===== config.mk =====
export PLATFORM = sky130hd
export DESIGN_NAME = bba_ram
export DESIGN_NICKNAME = d
export VERILOG_FILES = /design/src/hw/rtl/buddy_block_allocator_macros.svh /design/src/hw/rtl/bba_ram.sv
export SDC_FILE = /design/constraint.sdc
export NUM_CORES = 2
export LEC_CHECK = 0
export BUFFER_PORTS_ARGS = -buffer_cell sky130_fd_sc_hd__buf_2
export CORE_ASPECT_RATIO = 1.75
export CORE_UTILIZATION = 60
export CTS_CLUSTER_SIZE = 25
export DETAILED_ROUTE_END_ITERATION = 10
export GPL_TIMING_DRIVEN = 0
export PLACE_DENSITY_LB_ADDON = 0.05
export SLEW_MARGIN = 20
export SYNTH_ARGS = -nofsm -noshare
export SYNTH_HDL_FRONTEND = slang
export SYNTH_SLANG_ARGS = --single-unit
export TNS_END_PERCENT = 30

===== constraint.sdc =====
create_clock -name clock -period 4.7 [get_ports clock]
set_input_delay 1.41 -clock clock [delete_from_list [all_inputs] [get_ports clock]]
set_output_delay 1.41 -clock clock [all_outputs]
set_load 0.1 [all_outputs]

===== src/hw/rtl/buddy_block_allocator_macros.svh =====
// Assertion macros for the buddy block allocator.
`ifndef BUDDY_BLOCK_ALLOCATOR_MACROS_SVH
`define BUDDY_BLOCK_ALLOCATOR_MACROS_SVH
`ifndef SYNTH
`define BBA_ASSERT_SAME(name, ante, cons) \
   name: assert property (@(posedge clock) disable iff (reset) (ante) |-> (cons)) \
      else $error("buddy allocator check failed");
`define BBA_ASSERT_NEXT(name, ante, cons) \
   name: assert property (@(posedge clock) disable iff (reset) (ante) |=> (cons)) \
      else $error("buddy allocator check failed");
`else
`define BBA_ASSERT_SAME(name, ante, cons)
`define BBA_ASSERT_NEXT(name, ante, cons)
`endif
`endif


===== src/hw/rtl/bba_ram.sv =====
// Simple dual-port RAM with registered read data.
`default_nettype none
module bba_ram #(
   parameter int WIDTH  = 2,
   parameter int ADDR_W = 10
) (
   input  wire logic              clock,
   input  wire logic              we,
   input  wire logic [ADDR_W-1:0] waddr,
   input  wire logic [WIDTH-1:0]  wdata,
   input  wire logic [ADDR_W-1:0] raddr,
   output logic      [WIDTH-1:0]  rdata
);
   logic [WIDTH-1:0] mem [1 << ADDR_W];

   always_ff @(posedge clock) begin
      if (we) begin
         mem[waddr] <= wdata;
      end
      rdata <= mem[raddr];
   end
endmodule
`default_nettype wire


==> flow_summary.yaml <==
placement:
  gp_congestion: 1.01
  place_inst: 6708
  io_buffers: 23
  post-dp-hpwl_um: 216000
detailed_routing:
  vias: 51922
  route.detailed.wl_per_inst_um: 45.8
  first_pass_iters: 8
  postRouteAntennaNets: 0
  routed_wl_um: 323000
  viasPerCell: 7.35
  route.detailed.drc: 0
  drtIter0Drc: 10148
timing:
  layout_setup_ws_ps: -305
  fin_worst_skew_ps: 22.0
  finalSetupViolCount: 2
  relSlewSlack_pct: 7.38
  finalHoldViolCount: 0
  setup-tns-final_ps: -525
  rsz0062_at_grt: "no"
  max_clock_freq_ghz: 0.200
  layout_worst_path_cycle_share_pct: 106
  finalMaxSlewViolations: 0
  fin_crit_ps: 5000
  whs_ps: 885
  worst_pin_slew_ps: 1390
worst_setup_path:
  worst_setup_path_end_kind: "register"
  worstPathCellList: "buf_2 -> inv_1 -> buf_4 -> clkbuf_2 -> clkbuf_2 -> clkbuf_2 -> a21oi_1 -> o21ai_0 -> o21ai_0 -> nor2_1 -> o311ai_0 -> nand4_1"
  worstPathMaxFanout: 10
  crit_buf_inv: 6
  slowest_delay_ps: 630
  critPathTopFamily: "buffers and inverters"
  cp.required_ps: 5440
  critPathLaunchType: "input port"
  path_common_cell: "clkbuf_2"
  crit_type: "input port to register"
  arrival_ps: 5740
  critPathSlowestCell: "clkbuf_2"
synth:
  syn_inst: 4793
  yosys.area.top_type: "edfxtp_1"
  async_reset_ff_share_pct: 0
  synth_common_cells: "2,048 x edfxtp_1, 1,054 x nor2_1, 449 x mux4_2"
  synth_top_area_share_pct: 73.4
  yosysWarnings: 0
  yosys-top-cells-area: "edfxtp_1 73%, mux4_2 12%, nor2_1 4.7%"
  synth.most_common_cell: "edfxtp_1"
  synth_area_per_cell_um2: 17.5
  synth_edf_count: 2048
  synth_ff_type: "edfxtp_1"
  synth.cell_area_um2: 83800
  syn_nets: 4817
  synth_seq_area_share_pct: 73.5
  synthDistinctLibCells: 66
  synth_seq_cells: 2050
cts:
  cts_buffers: 177
  htreeDepth: 4
  cts.clk_slew.worst_paths_ps: 70
  cts_sinks: 2050
  worstSkewPairLatency_ps: 850
  cts.path.max_buffers: 3
  cts_tree: "done"
  cts_root_buffer: "clkbuf_16"
finish:
  utilization_pct: 67.6
  nNetsFinal: 5083
  layout-drive-gt1-share_pct: 21.0
  layout.cells.non_filler: 7060
  area_delta_synth_final_pct: 12.1
floorplan:
  rows: 181
  initial_core_util_pct: 60.3
  die_y_um: 496
  core_area_um2: 139000
  io_pins: 26
  die_w_um: 284
  dieArea_um2: 141000
power_and_ir_drop:
  p_leak_nw: 29.0
  power_mw: 37.6
  ir_worst_vdd_mv: 0.347
  power.density_nw_per_um2: 400
global_routing:
  grt_max_degree: 149
  grtUsageTotal_pct: 46.5
  grt_pass1_wl_um: 424000
  grt-ovfl-total: 0
  grt_pass1_vias: 50376
  grt_antenna_before_repair: 16
run_status:
  status: "complete, but fails checks"
  failed_checks: "negative setup slack"
job:
  max_cap_viol_count: 0
hold_path:
  hold_class: "input port to register"
[worst reg2reg max path, cell delays in order, from the launching register on]
cell and delay, ps:
edfxtp_1 370, mux4_2 470, a221oi_1 280, o21ai_0 240, or4b_1 840, nand4b_1 340
a31oi_1 200, o31ai_1 400, nand4_1 260
[kinds of logic after synthesis]
logic type	Yosys count	share of synthesized area, %
flops	2050	73.5
buf+inv	402	2.49
simple gates	1324	6.40
mux	664	14.7
compound gates	353	2.98
[state kept, by name, indices dropped and copies added, names as in the netlist]
register	count
rdata	2
mem	2048
[power breakdown]
group,total [mW],internal (mW),switching [mW]
sequential,20.1,20.1,0.00371
combinational,2.66,0.744,1.91
clock,14.8,7.98,6.81
[metal layers]
| metal | wire [um] | track usage (%) | share of wire [%] | up-vias |
|---|---|---|---|---|
| met3 | 45100 | 13.9 | 14 | 1396 |
| met4 | 39000 | 44.1 | 12 | 0 |
| met5 | 0 | 0 | 0 | - |
| met1 | 94300 | 53.4 | 29 | 26240 |
| li1 | - | - | - | 19432 |
| met2 | 145000 | 70.0 | 45 | 4854 |
[worst paths after layout]
kind	startpoint	end	slack [ps]	cells after the start
max	raddr[2]	rdata[1]	-300	12
min reg2reg	mem[728][1]	rdata[1]	1250	5
max reg2reg	mem[959][1]	rdata[1]	1070	8
min	wdata[1]	mem[538][1]	890	1
[placed cells by master (no fill, tap or decap), types with 8 or more instances in the layout]
cell type / synthesis / final
nor4_1: 9 / 8
mux2_2: 8 / 8
bufinv_16: 0 / 16
buf_4: 28 / 39
buf_12: 2 / 28
a22oi_1: 45 / 44
o221ai_1: 82 / 81
clkbuf_1: 239 / 126
nor2b_1: 13 / 13
buf_8: 14 / 27
buf_2: 26 / 33
nor3_1: 45 / 37
a21oi_1: 70 / 70
buf_6: 33 / 40
clkinv_2: 0 / 33
o22ai_1: 45 / 45
mux2i_1: 205 / 205
nand4_1: 13 / 13
clkbuf_16: 0 / 182
nand2_1: 96 / 94
buf_16: 0 / 27
a221oi_1: 13 / 12
diode_2: 0 / 20
clkinv_1: 1 / 51
o21ai_0: 36 / 34
buf_1: 54 / 41
nor2_1: 1054 / 1047
mux4_2: 449 / 449
a211oi_1: 13 / 13
clkbuf_4: 0 / 16
edfxtp_1: 2048 / 2048
a22o_1: 13 / 13
nand3_1: 39 / 37
nand2b_1: 8 / 8
clkbuf_2: 0 / 135
[through the flow]
stage                     setup slack, ps  cell area (um^2)
after floorplan                       928             83800
after global placement             -10790             86200
after detailed placement            -2570             87800
after CTS                            3.90             93700
after global routing                 12.8             93800
final                                -305             93900
[cell type report]
class,instances,area (um^2)
flip-flops and latches,2050,61500
fillers,9408,44900
multi-input cells,2341,20300
clock buffers,216,4680
plain buffers,395,2460
well taps,1830,2290
repair buffers,88,1510
clock inverters,114,1010
diodes,20,50.0
inverters,6,22.5
[timing repair]
| action | in CTS | in global routing |
|---|---|---|
| resized for setup | 73 | 48 |
| hold buffers | 0 | 0 |
| setup buffers | 1 | 1 |
| pin swaps | 0 | 2 |
| endpoints found under the setup margin | 2 | 2 |
(Power assumes the default switching activity.)
